File: src/rtl/core/lru_frame_replacer_core_assert.svh
// Assertion macros shared by the frame replacer RTL.
`ifndef LRU_FRAME_REPLACER_CORE_ASSERT_SVH
`define LRU_FRAME_REPLACER_CORE_ASSERT_SVH

// Same-cycle implication, checked on every rising edge outside reset.
`define LFR_ASSERT_IMP(lbl, ante, cons, msg) \
    lbl: assert property (@(posedge i_clk) disable iff (!i_rst_n) (ante) |-> (cons)) \
        else $error(msg);

// Next-cycle implication, checked on every rising edge outside reset.
`define LFR_ASSERT_NXT(lbl, ante, cons, msg) \
    lbl: assert property (@(posedge i_clk) disable iff (!i_rst_n) (ante) |=> (cons)) \
        else $error(msg);

`endif

File: src/rtl/core/lfr_pkg.sv
// Shared types, codes and helpers for the LRU frame replacer.
`timescale 1ns / 1ps
package lfr_pkg;

    localparam int MAX_FRAMES_DEF = 16;
    localparam int ID_BITS_DEF    = 8;

    localparam int MODE_W  = 2;
    localparam int FRAME_W = 8;
    localparam int CAP_W   = 5;
    localparam int DATA_W  = 32;
    localparam int PADDR_W = 3;

    localparam logic [CAP_W-1:0] CAP_RESET = 5'd16;

    // Register index, taken from the word address bits of paddr.
    localparam logic [PADDR_W-3:0] REG_CAPACITY = 1'b0;

    localparam logic [MODE_W-1:0] MODE_VICTIM = 2'd0;
    localparam logic [MODE_W-1:0] MODE_PIN    = 2'd1;
    localparam logic [MODE_W-1:0] MODE_UNPIN  = 2'd2;

    typedef enum logic [1:0] {
        S_IDLE = 2'b01,
        S_EXE  = 2'b10
    } t_state;

    typedef struct packed {
        logic cmp;
        logic occupied;
        logic take_left;
        logic take_right;
    } t_cell_ctl;

    typedef struct packed {
        logic             wr;
        logic [CAP_W-1:0] value;
    } t_cfg_evt;

    typedef struct packed {
        logic               found;
        logic [FRAME_W-1:0] victim_frame;
        logic               dropped;
        logic [FRAME_W-1:0] dropped_frame;
        logic [CAP_W-1:0]   evictable_count;
    } t_rsp;

    // Capacity as used: zero counts as one, and it never exceeds the cell count.
    function automatic logic [CAP_W-1:0] eff_cap(input logic [CAP_W-1:0] cap,
                                                 input int max_frames);
        logic [CAP_W-1:0] c;
        c = cap;
        if (c == '0) begin
            c = CAP_W'(1);
        end else if (int'(c) > max_frames) begin
            c = CAP_W'(max_frames);
        end
        return c;
    endfunction

endpackage

File: src/rtl/core/lfr_req_if.sv
// Request channel interface: valid/ready with mode and frame id.
`timescale 1ns / 1ps
interface lfr_req_if;
    import lfr_pkg::*;

    logic               valid;
    logic               ready;
    logic [MODE_W-1:0]  mode;
    logic [FRAME_W-1:0] frame_num;

    modport source (output valid, output mode, output frame_num, input ready);
    modport sink   (input valid, input mode, input frame_num, output ready);
endinterface

File: src/rtl/core/lfr_rsp_if.sv
// Result channel interface: valid/ready with victim, drop and count fields.
`timescale 1ns / 1ps
interface lfr_rsp_if;
    import lfr_pkg::*;

    logic               valid;
    logic               ready;
    logic               found;
    logic [FRAME_W-1:0] victim_frame;
    logic               dropped;
    logic [FRAME_W-1:0] dropped_frame;
    logic [CAP_W-1:0]   evictable_count;

    modport source (output valid, output found, output victim_frame, output dropped,
                    output dropped_frame, output evictable_count, input ready);
    modport sink   (input valid, input found, input victim_frame, input dropped,
                    input dropped_frame, input evictable_count, output ready);
endinterface

File: src/rtl/core/lfr_cell.sv
// One recency cell: holds a frame id, compares it and shifts with its neighbors.
`timescale 1ns / 1ps
module lfr_cell #(
    parameter int ID_BITS = lfr_pkg::ID_BITS_DEF
) (
    input  logic               i_clk,
    input  logic               i_rst_n,
    input  lfr_pkg::t_cell_ctl i_ctl,
    input  logic [ID_BITS-1:0] i_key,
    input  logic [ID_BITS-1:0] i_left_id,
    input  logic [ID_BITS-1:0] i_right_id,
    output logic [ID_BITS-1:0] o_id,
    output logic               o_match
);
    import lfr_pkg::*;

    logic [ID_BITS-1:0] r_id;
    logic [ID_BITS-1:0] n_id;
    logic               r_match;
    logic               n_match;

    // Moving toward the old end takes the newer neighbor; closing a gap takes the older one.
    always_comb begin
        n_id = r_id;
        if (i_ctl.take_left) begin
            n_id = i_left_id;
        end else if (i_ctl.take_right) begin
            n_id = i_right_id;
        end
    end

    always_comb begin
        n_match = r_match;
        if (i_ctl.cmp) begin
            n_match = i_ctl.occupied && (r_id == i_key);
        end
    end

    always_ff @(posedge i_clk) begin
        r_id <= n_id;
    end

    always_ff @(posedge i_clk) begin
        if (!i_rst_n) begin
            r_match <= 1'b0;
        end else begin
            r_match <= n_match;
        end
    end

    assign o_id    = r_id;
    assign o_match = r_match;

endmodule

File: src/rtl/core/lfr_apb.sv
// Configuration register file behind an APB-style port.
`timescale 1ns / 1ps
module lfr_apb (
    input  logic                          i_clk,
    input  logic                          i_rst_n,
    input  logic                          psel,
    input  logic                          penable,
    input  logic                          pwrite,
    input  logic [lfr_pkg::PADDR_W-1:0]   paddr,
    input  logic [lfr_pkg::DATA_W-1:0]    pwdata,
    output logic [lfr_pkg::DATA_W-1:0]    prdata,
    output logic                          pready,
    output logic [lfr_pkg::CAP_W-1:0]     o_cap,
    output lfr_pkg::t_cfg_evt             o_evt
);
    import lfr_pkg::*;

    logic [CAP_W-1:0] r_cap;
    logic             w_sel_cap;

    assign pready    = 1'b1;
    assign w_sel_cap = (paddr[PADDR_W-1:2] == REG_CAPACITY);

    assign o_evt.wr    = psel && penable && pwrite && pready && w_sel_cap;
    assign o_evt.value = pwdata[CAP_W-1:0];

    always_ff @(posedge i_clk) begin
        if (!i_rst_n) begin
            r_cap <= CAP_RESET;
        end else if (o_evt.wr) begin
            r_cap <= o_evt.value;
        end
    end

    assign prdata = w_sel_cap ? {{(DATA_W-CAP_W){1'b0}}, r_cap} : '0;
    assign o_cap  = r_cap;

endmodule

File: src/rtl/core/lru_frame_replacer_core.sv
// Top level of the LRU frame replacer: a row of recency cells with a small sequencer.
//
// Requests arrive on i_req (valid/ready) with a mode and a frame id: victim takes the
// oldest held frame out, pin removes the named frame if held, unpin adds an absent frame
// as the newest and, on a full set, first drops the oldest one and reports it. Every
// item gives exactly one result on o_rsp, which also carries the count held afterwards.
// The capacity register sits on the APB-style port at address 0 and must be written
// only while the block is idle; the block itself does not enforce this. Lowering it
// below the held count discards the oldest frames. At the accept edge every cell
// compares its id with the key and registers the match; in the update state, once
// the output register is free, the row shifts in one step and the result is
// registered. No new item is taken until the block is back in idle.
// A result waiting in the output register does not block acceptance of the next item;
// that item then waits in its update cycle until the receiver takes the older result.
// Reset (i_rst_n low, synchronous) empties the set, clears the capacity to 16 and
// drops any pending result; the stored ids themselves are not cleared.
`timescale 1ns / 1ps
module lru_frame_replacer_core #(
    parameter int MAX_FRAMES = lfr_pkg::MAX_FRAMES_DEF,
    parameter int ID_BITS    = lfr_pkg::ID_BITS_DEF
) (
    input  logic                        i_clk,
    input  logic                        i_rst_n,
    input  logic                        psel,
    input  logic                        penable,
    input  logic                        pwrite,
    input  logic [lfr_pkg::PADDR_W-1:0] paddr,
    input  logic [lfr_pkg::DATA_W-1:0]  pwdata,
    output logic [lfr_pkg::DATA_W-1:0]  prdata,
    output logic                        pready,
    lfr_req_if.sink                     i_req,
    lfr_rsp_if.source                   o_rsp
);
    import lfr_pkg::*;

`include "lru_frame_replacer_core_assert.svh"

    // The count can reach MAX_FRAMES, so it needs one value more than the cell index.
    localparam int CW = $clog2(MAX_FRAMES + 1);

    t_state              r_state;
    t_state              n_state;
    logic [MODE_W-1:0]   r_mode;
    logic [ID_BITS-1:0]  r_key;
    logic [CW-1:0]       r_count;
    logic [CW-1:0]       n_count;
    t_rsp                r_out;
    t_rsp                n_out;
    logic                r_out_valid;

    logic [CAP_W-1:0]    w_cap;
    t_cfg_evt            w_cfg;
    logic [CW-1:0]       w_eff_cap;
    logic [CW-1:0]       w_new_eff_cap;

    logic                w_acc;
    logic                w_commit;
    logic                w_any;
    logic                w_shift_in;
    logic                w_shift_out;
    logic [ID_BITS-1:0]  w_in_key;
    logic [ID_BITS-1:0]  w_oldest;
    logic [FRAME_W-1:0]  w_oldest_frame;

    logic [ID_BITS-1:0]  w_ids [MAX_FRAMES];
    t_cell_ctl           w_ctl [MAX_FRAMES];
    logic [MAX_FRAMES-1:0] w_match;
    logic [MAX_FRAMES-1:0] w_after;
    logic [MAX_FRAMES-1:0] w_occ;
    logic [MAX_FRAMES-1:0] w_last;

    lfr_apb u_apb (
        .i_clk   (i_clk),
        .i_rst_n (i_rst_n),
        .psel    (psel),
        .penable (penable),
        .pwrite  (pwrite),
        .paddr   (paddr),
        .pwdata  (pwdata),
        .prdata  (prdata),
        .pready  (pready),
        .o_cap   (w_cap),
        .o_evt   (w_cfg)
    );

    assign w_eff_cap     = CW'(eff_cap(w_cap, MAX_FRAMES));
    assign w_new_eff_cap = CW'(eff_cap(w_cfg.value, MAX_FRAMES));

    // Frame ids map onto ID_BITS-wide cell ids: extra bits are dropped or zero-filled.
    for (genvar b = 0; b < ID_BITS; b++) begin : g_key_bit
        if (b < FRAME_W) begin : g_used
            assign w_in_key[b] = i_req.frame_num[b];
        end else begin : g_pad
            assign w_in_key[b] = 1'b0;
        end
    end

    for (genvar b = 0; b < FRAME_W; b++) begin : g_out_bit
        if (b < ID_BITS) begin : g_used
            assign w_oldest_frame[b] = w_oldest[b];
        end else begin : g_pad
            assign w_oldest_frame[b] = 1'b0;
        end
    end

    // Sequencer: the accept edge launches the compare, the update cycle commits the
    // shift and the result once the output register is free.
    assign i_req.ready = (r_state == S_IDLE);
    assign w_acc       = i_req.valid && i_req.ready;
    assign w_commit    = (r_state == S_EXE) && (!r_out_valid || o_rsp.ready);

    always_comb begin
        n_state = r_state;
        unique case (r_state)
            S_IDLE: begin
                if (w_acc) begin
                    n_state = S_EXE;
                end
            end
            S_EXE: begin
                if (w_commit) begin
                    n_state = S_IDLE;
                end
            end
            default: begin
                n_state = S_IDLE;
            end
        endcase
    end

    // Entry 0 is the newest; a held frame appears in at most one occupied cell.
    assign w_any       = |w_match;
    assign w_shift_in  = w_commit && (r_mode == MODE_UNPIN) && !w_any;
    assign w_shift_out = w_commit && (r_mode == MODE_PIN) && w_any;

    for (genvar i = 0; i < MAX_FRAMES; i++) begin : g_cell
        logic [ID_BITS-1:0] w_left;
        logic [ID_BITS-1:0] w_right;

        assign w_occ[i]   = CW'(i) < r_count;
        assign w_last[i]  = (r_count == CW'(i + 1));
        // Cells at or past the pinned frame close the gap by taking the older neighbor.
        assign w_after[i] = |w_match[i:0];

        if (i == 0) begin : g_head
            assign w_left = r_key;
        end else begin : g_body
            assign w_left = w_ids[i-1];
        end

        if (i == MAX_FRAMES - 1) begin : g_tail
            assign w_right = '0;
        end else begin : g_inner
            assign w_right = w_ids[i+1];
        end

        assign w_ctl[i] = '{cmp:        w_acc,
                            occupied:   w_occ[i],
                            take_left:  w_shift_in,
                            take_right: w_shift_out && w_after[i]};

        lfr_cell #(
            .ID_BITS (ID_BITS)
        ) u_cell (
            .i_clk      (i_clk),
            .i_rst_n    (i_rst_n),
            .i_ctl      (w_ctl[i]),
            .i_key      (w_in_key),
            .i_left_id  (w_left),
            .i_right_id (w_right),
            .o_id       (w_ids[i]),
            .o_match    (w_match[i])
        );
    end

    // The oldest held frame sits in the cell just below the count.
    always_comb begin
        w_oldest = '0;
        for (int i = 0; i < MAX_FRAMES; i++) begin
            w_oldest = w_oldest | (w_ids[i] & {ID_BITS{w_last[i]}});
        end
    end

    always_comb begin
        n_count = r_count;
        n_out   = '0;
        unique case (r_mode)
            MODE_VICTIM: begin
                if (r_count != '0) begin
                    n_out.found        = 1'b1;
                    n_out.victim_frame = w_oldest_frame;
                    n_count            = r_count - CW'(1);
                end
            end
            MODE_PIN: begin
                if (w_any) begin
                    n_count = r_count - CW'(1);
                end
            end
            MODE_UNPIN: begin
                if (!w_any) begin
                    // A full set loses its oldest frame, which leaves the count unchanged.
                    if (r_count >= w_eff_cap) begin
                        n_out.dropped       = 1'b1;
                        n_out.dropped_frame = w_oldest_frame;
                    end else begin
                        n_count = r_count + CW'(1);
                    end
                end
            end
            default: begin
                n_count = r_count;
            end
        endcase
        n_out.evictable_count = CAP_W'(n_count);
    end

    always_ff @(posedge i_clk) begin
        if (!i_rst_n) begin
            r_state     <= S_IDLE;
            r_count     <= '0;
            r_out_valid <= 1'b0;
        end else begin
            r_state <= n_state;
            if (w_commit) begin
                r_count <= n_count;
            end else if (w_cfg.wr && (r_count > w_new_eff_cap)) begin
                r_count <= w_new_eff_cap;
            end
            if (w_commit) begin
                r_out_valid <= 1'b1;
            end else if (o_rsp.ready) begin
                r_out_valid <= 1'b0;
            end
        end
    end

    always_ff @(posedge i_clk) begin
        if (w_acc) begin
            r_mode <= i_req.mode;
            r_key  <= w_in_key;
        end
        if (w_commit) begin
            r_out <= n_out;
        end
    end

    assign o_rsp.valid           = r_out_valid;
    assign o_rsp.found           = r_out.found;
    assign o_rsp.victim_frame    = r_out.victim_frame;
    assign o_rsp.dropped         = r_out.dropped;
    assign o_rsp.dropped_frame   = r_out.dropped_frame;
    assign o_rsp.evictable_count = r_out.evictable_count;

    `LFR_ASSERT_IMP(a_count_within_cap, 1'b1, r_count <= w_eff_cap, "held count exceeds capacity")
    `LFR_ASSERT_IMP(a_match_unique, r_state == S_EXE, $onehot0(w_match), "frame held twice")
    `LFR_ASSERT_NXT(a_accept_to_update, w_acc, r_state == S_EXE, "accepted item not in update")

endmodule

File: src/flat_wrapper.sv
// flat-port wrapper written by rule: the top's interface ports become plain ports
module lru_frame_replacer_core_flat import lfr_pkg::*;
#(
    parameter int MAX_FRAMES = lfr_pkg::MAX_FRAMES_DEF,
    parameter int ID_BITS    = lfr_pkg::ID_BITS_DEF
)
  (i_clk, i_rst_n, psel, penable, pwrite, paddr, pwdata, prdata, pready, i_req_valid, i_req_mode, i_req_frame_num, i_req_ready, o_rsp_valid, o_rsp_found, o_rsp_victim_frame, o_rsp_dropped, o_rsp_dropped_frame, o_rsp_evictable_count, o_rsp_ready);
  lfr_req_if i_req_i ();
  lfr_rsp_if o_rsp_i ();
  input  logic i_clk;
  input  logic i_rst_n;
  input  logic psel;
  input  logic penable;
  input  logic pwrite;
  input  logic [lfr_pkg::PADDR_W-1:0] paddr;
  input  logic [lfr_pkg::DATA_W-1:0] pwdata;
  output logic [lfr_pkg::DATA_W-1:0] prdata;
  output logic pready;
  input wire logic [$bits(i_req_i.valid)-1:0] i_req_valid;
  input wire logic [$bits(i_req_i.mode)-1:0] i_req_mode;
  input wire logic [$bits(i_req_i.frame_num)-1:0] i_req_frame_num;
  output wire logic [$bits(i_req_i.ready)-1:0] i_req_ready;
  output wire logic [$bits(o_rsp_i.valid)-1:0] o_rsp_valid;
  output wire logic [$bits(o_rsp_i.found)-1:0] o_rsp_found;
  output wire logic [$bits(o_rsp_i.victim_frame)-1:0] o_rsp_victim_frame;
  output wire logic [$bits(o_rsp_i.dropped)-1:0] o_rsp_dropped;
  output wire logic [$bits(o_rsp_i.dropped_frame)-1:0] o_rsp_dropped_frame;
  output wire logic [$bits(o_rsp_i.evictable_count)-1:0] o_rsp_evictable_count;
  input wire logic [$bits(o_rsp_i.ready)-1:0] o_rsp_ready;
  assign i_req_i.valid = i_req_valid;
  assign i_req_i.mode = i_req_mode;
  assign i_req_i.frame_num = i_req_frame_num;
  assign i_req_ready = i_req_i.ready;
  assign o_rsp_valid = o_rsp_i.valid;
  assign o_rsp_found = o_rsp_i.found;
  assign o_rsp_victim_frame = o_rsp_i.victim_frame;
  assign o_rsp_dropped = o_rsp_i.dropped;
  assign o_rsp_dropped_frame = o_rsp_i.dropped_frame;
  assign o_rsp_evictable_count = o_rsp_i.evictable_count;
  assign o_rsp_i.ready = o_rsp_ready;
  lru_frame_replacer_core #(.MAX_FRAMES(MAX_FRAMES), .ID_BITS(ID_BITS)) u_core (.i_clk(i_clk), .i_rst_n(i_rst_n), .psel(psel), .penable(penable), .pwrite(pwrite), .paddr(paddr), .pwdata(pwdata), .prdata(prdata), .pready(pready), .i_req(i_req_i), .o_rsp(o_rsp_i));
endmodule
File: config.mk
export PLATFORM = sky130hd
export DESIGN_NAME = lru_frame_replacer_core_flat
export DESIGN_NICKNAME = d
export VERILOG_FILES = /design/src/rtl/core/lfr_pkg.sv /design/src/rtl/core/lfr_req_if.sv /design/src/rtl/core/lfr_rsp_if.sv /design/src/rtl/core/lfr_cell.sv /design/src/rtl/core/lfr_apb.sv /design/src/rtl/core/lru_frame_replacer_core.sv /design/src/flat_wrapper.sv
export VERILOG_INCLUDE_DIRS = /design/src /design/src/rtl/core
export SDC_FILE = /design/constraint.sdc
export NUM_CORES = 1
export LEC_CHECK = 0
export ABC_CLOCK_PERIOD_IN_PS = 6300
export BUFFER_PORTS_ARGS = -buffer_cell sky130_fd_sc_hd__buf_2
export CAP_MARGIN = 20
export CORE_MARGIN = 2
export CORE_UTILIZATION = 35
export CTS_BUF_LIST = sky130_fd_sc_hd__clkbuf_8 sky130_fd_sc_hd__clkbuf_16
export DETAILED_ROUTE_END_ITERATION = 7
export PLACE_DENSITY = 0.58
export SLEW_MARGIN = 0
export SYNTH_ARGS = -nofsm -noshare
export SYNTH_HDL_FRONTEND = slang
export SYNTH_SLANG_ARGS = --single-unit
File: constraint.sdc
create_clock -name i_clk -period 6.3 [get_ports i_clk]
set_input_delay 0 -clock i_clk [delete_from_list [all_inputs] [get_ports i_clk]]
set_output_delay 0 -clock i_clk [all_outputs]
set_load 0.01 [all_outputs]
==> run metrics <==
Ys Warns 0; Worst Reg-to-Reg Cells 7; Top delay family on crit path simple AND/OR/NAND/NOR gates; vias in the first global route 8708; worst skew pair latency 0.45 ns; drt via density 5.70; final std cells w/o fill 1671; TritonCTS clock tree yes; Setup CP Type flip-flop to flip-flop; Int Pwr 1.95 mW; max layer used met4; final hold viol count 0; initial DRC count 1235; Final #Nets 1323; hold_sp i_req_valid; crit share post-route 0.736; CTS H-tree depth 4; relative slew slack 0.241; CTS root buf clkbuf_16; Synth area leader edfxtp_1; f_max 216 MHz; RSZ-0062 raised after global routing no; Syn-to-layout area delta 10.7%; clock network power share 0.401; Placer Congestion 0.978; Post-synth top flop edfxtp_1; Hold Path Sink u_core.g_cell[1].u_cell.o_match; CTS Buf Count 17; die area 33300 um^2; wire per inst 22.8 um; Worst Skew 0.0118 ns; switching part of the total power 0.260; Max stage delay on crit path 0.76 ns; data arrival time of the worst path 4.80 ns; Met1 Routed Length 15700 um; Sw Pwr 0.685 mW; Power Dens Cells 213 nW/um^2; setup bufs post-CTS 0; clock tree buffer depth 2; multi-input logic area 5280 um^2; syn_area_per_cell 9.11 um^2; Power Total 2.64 mW; count of buffers from port buffering 52; ys async rst share 0; filler instances 3125; Setup TNS Final 0 ns; top cells by area, synth edfxtp_1 (43%), nand2_1 (13%), xnor2_1 (8.0%); Initial Util 0.355; Pleak 4.77 nW; share of the synthesized area in the top cell type 0.433; largest net degree at the start of global routing 96; met3 WL post-DR 3560 um; Max-Cap Viols 0; initial antenna violation count 0; Buf+Inv Stages, Crit Path 2; worst r2r src u_core.g_cell[0].u_cell.o_match; Yosys cell types 65; Peak VDD IR 0.141 mV; drt drc 0; layout cells sized above 1 0.0930; critical path cell sequence or4_1 > or4_1 > nor3_4 > nand2_4 > buf_4 > o21ai_0 > clkbuf_2; Post-Syn Area 11200 um^2; Gate power share 0.078; antenna violation net count after detailed routing 0; first-pass GRT wire length 56400 um; # clock sinks 190; most frequent cells in the layout nand2_1 (401), edfxtp_1 (161), xnor2_1 (102), nor2_1 (58), buf_2 (56); Seq/Total Area, Yosys 0.485; DPL Wire Length 26000 um; Cells after DPL 1622; Die Span Y 183 um; Synth Register Bits 190; final slew viol count 0; number of synthesized flops with an enable pin 161; met2 wire length 17000 um; Resized cells post-CTS 0; Worst-Margin Slew 1.13 ns; Reg clk slew, reported paths 0.08 ns; most common cell after layout, fill and taps aside nand2_1; minimum clock period 4.64 ns; CORE AREA 31500 um^2; Gate Count Post-Synth 1225; crit path launch type flip-flop; Final Setup Violations 0; Required @ worst endpoint 6.46 ns; CP max FO 95; r2r endpoint u_core.g_cell[5].u_cell.o_id[4]; Hold Crit Class input pin to flip-flop; Routed WL 38200 um; Crit path top cell by count or4_1; Seq. cell area 5420 um^2; CP max-delay cell or4_1; Vias 9519; I/O pin cnt 110; Rows 65; worst hold path depth 5; Seq pwr share 0.522; Worst R2R Setup Slack 1.66 ns; number of diodes 0; Die W 183 um; Congestion Overflow GR 0; Hold-fix buffers, CTS 10; status finished, final reports clean; drt first pass iters 6; Total GRT Usage 0.228; CP endpoint kind flip-flop
## synthesized netlist by cell type, drive strengths merged (4+ instances only)
master / count
nand2: 402
edfxtp: 161
xnor2: 102
nor2: 58
buf: 51
clkbuf: 51
nand4: 36
dfxtp: 29
xor2: 29
a21oi: 26
a22oi: 25
nor3: 22
o21ai: 21
nand3: 20
nor4: 19
ha: 15
and3: 13
inv: 12
mux2i: 12
nor2b: 11
a31oi: 9
nand2b: 8
a22o: 7
a211oi: 6
a222oi: 6
o211ai: 5
a2111oi: 4
a221oi: 4
clkinv: 4
or3: 4
or4: 4
## sequential cells by signal, summed over array words and instances (netlist names), 2 cells and up
register                      cells
u_core.g_cell.u_cell.o_match     16
u_core.g_cell.u_cell.o_id       128
u_core.g_cell.w_left              8
u_core.o_rsp.victim_frame         8
u_core.o_rsp.dropped_frame        8
u_core.r_state                    2
u_core.r_mode                     2
u_core.u_apb.o_cap                5
u_core.r_count                    5
u_core.o_rsp.evictable_count      5
## power by group through the flow
stage	Combinational, mW	Clock [mW]	Sequential, mW
floorplan	0.151	0	1.40
global placement	0.191	0	1.40
detailed placement	0.195	0	1.40
CTS	0.200	1.06	1.37
global route	0.221	1.11	1.38
finish	0.205	1.06	1.38
## cells by family after synthesis
logic type	Yosys count	synth area share
adder cells (fa/ha/maj)	15	0.0168
buffers and inverters	118	0.0511
flip-flops	190	0.485
AO/OA/AOI/OAI	142	0.0900
AND/OR/NAND/NOR	612	0.240
other	2	0.000673
XOR/XNOR	131	0.103
multiplexers	15	0.0138
## worst reg2reg max path, delay by kind of cell, from the launching register on
| kind | cells | cell delay (ns) |
|---|---|---|
| AO/OA/AOI/OAI | 1 | 0.36 |
| buffers and inverters | 2 | 0.89 |
| flip-flops | 1 | 0.36 |
| AND/OR/NAND/NOR | 4 | 2.76 |
## worst max path at each step
stage | startpoint | endpoint | slack (ns) | cells after the start
after floorplan | u_core.g_cell[0].u_cell.o_match | u_core.g_cell[0].u_cell.o_id[0] | 3.28 | 9
after global routing | u_core.g_cell[0].u_cell.o_match | u_core.g_cell[5].u_cell.o_id[0] | 1.51 | 7
after global placement | u_core.g_cell[0].u_cell.o_match | u_core.g_cell[4].u_cell.o_id[1] | 1.86 | 6
after CTS | u_core.g_cell[0].u_cell.o_match | u_core.g_cell[4].u_cell.o_id[1] | 1.81 | 6
final | u_core.g_cell[0].u_cell.o_match | u_core.g_cell[5].u_cell.o_id[4] | 1.66 | 7
after detailed placement | u_core.g_cell[0].u_cell.o_match | u_core.g_cell[4].u_cell.o_id[1] | 1.81 | 6
## layout make-up
class                   instances  share of cell area
well taps                     402              0.0407
clock inverters                15              0.0102
multi-input cells             943               0.428
flip-flops and latches        190               0.438
inverters                      16             0.00486
repair buffers                 88              0.0439
clock buffers                  17              0.0344
## per-stage QoR
step	cell area [um^2]	hold slack (ns)	utilization	worst slack, ns
detailed placement	11700	0.178	0.370	1.81
global placement	11600	0.181	0.370	1.86
global route	12400	0.136	0.393	1.51
floorplan	11300	0.0429	-	3.28
finish	12400	0.122	0.393	1.66
CTS	12300	0.0998	0.391	1.81
## routing by layer
layer,track usage,up-vias
met2,0.356,558
met1,0.308,4564
li1,-,4281
met5,0,-
met4,0.111,0
met3,0.0379,116
Power figures use the tool's default switching activity.
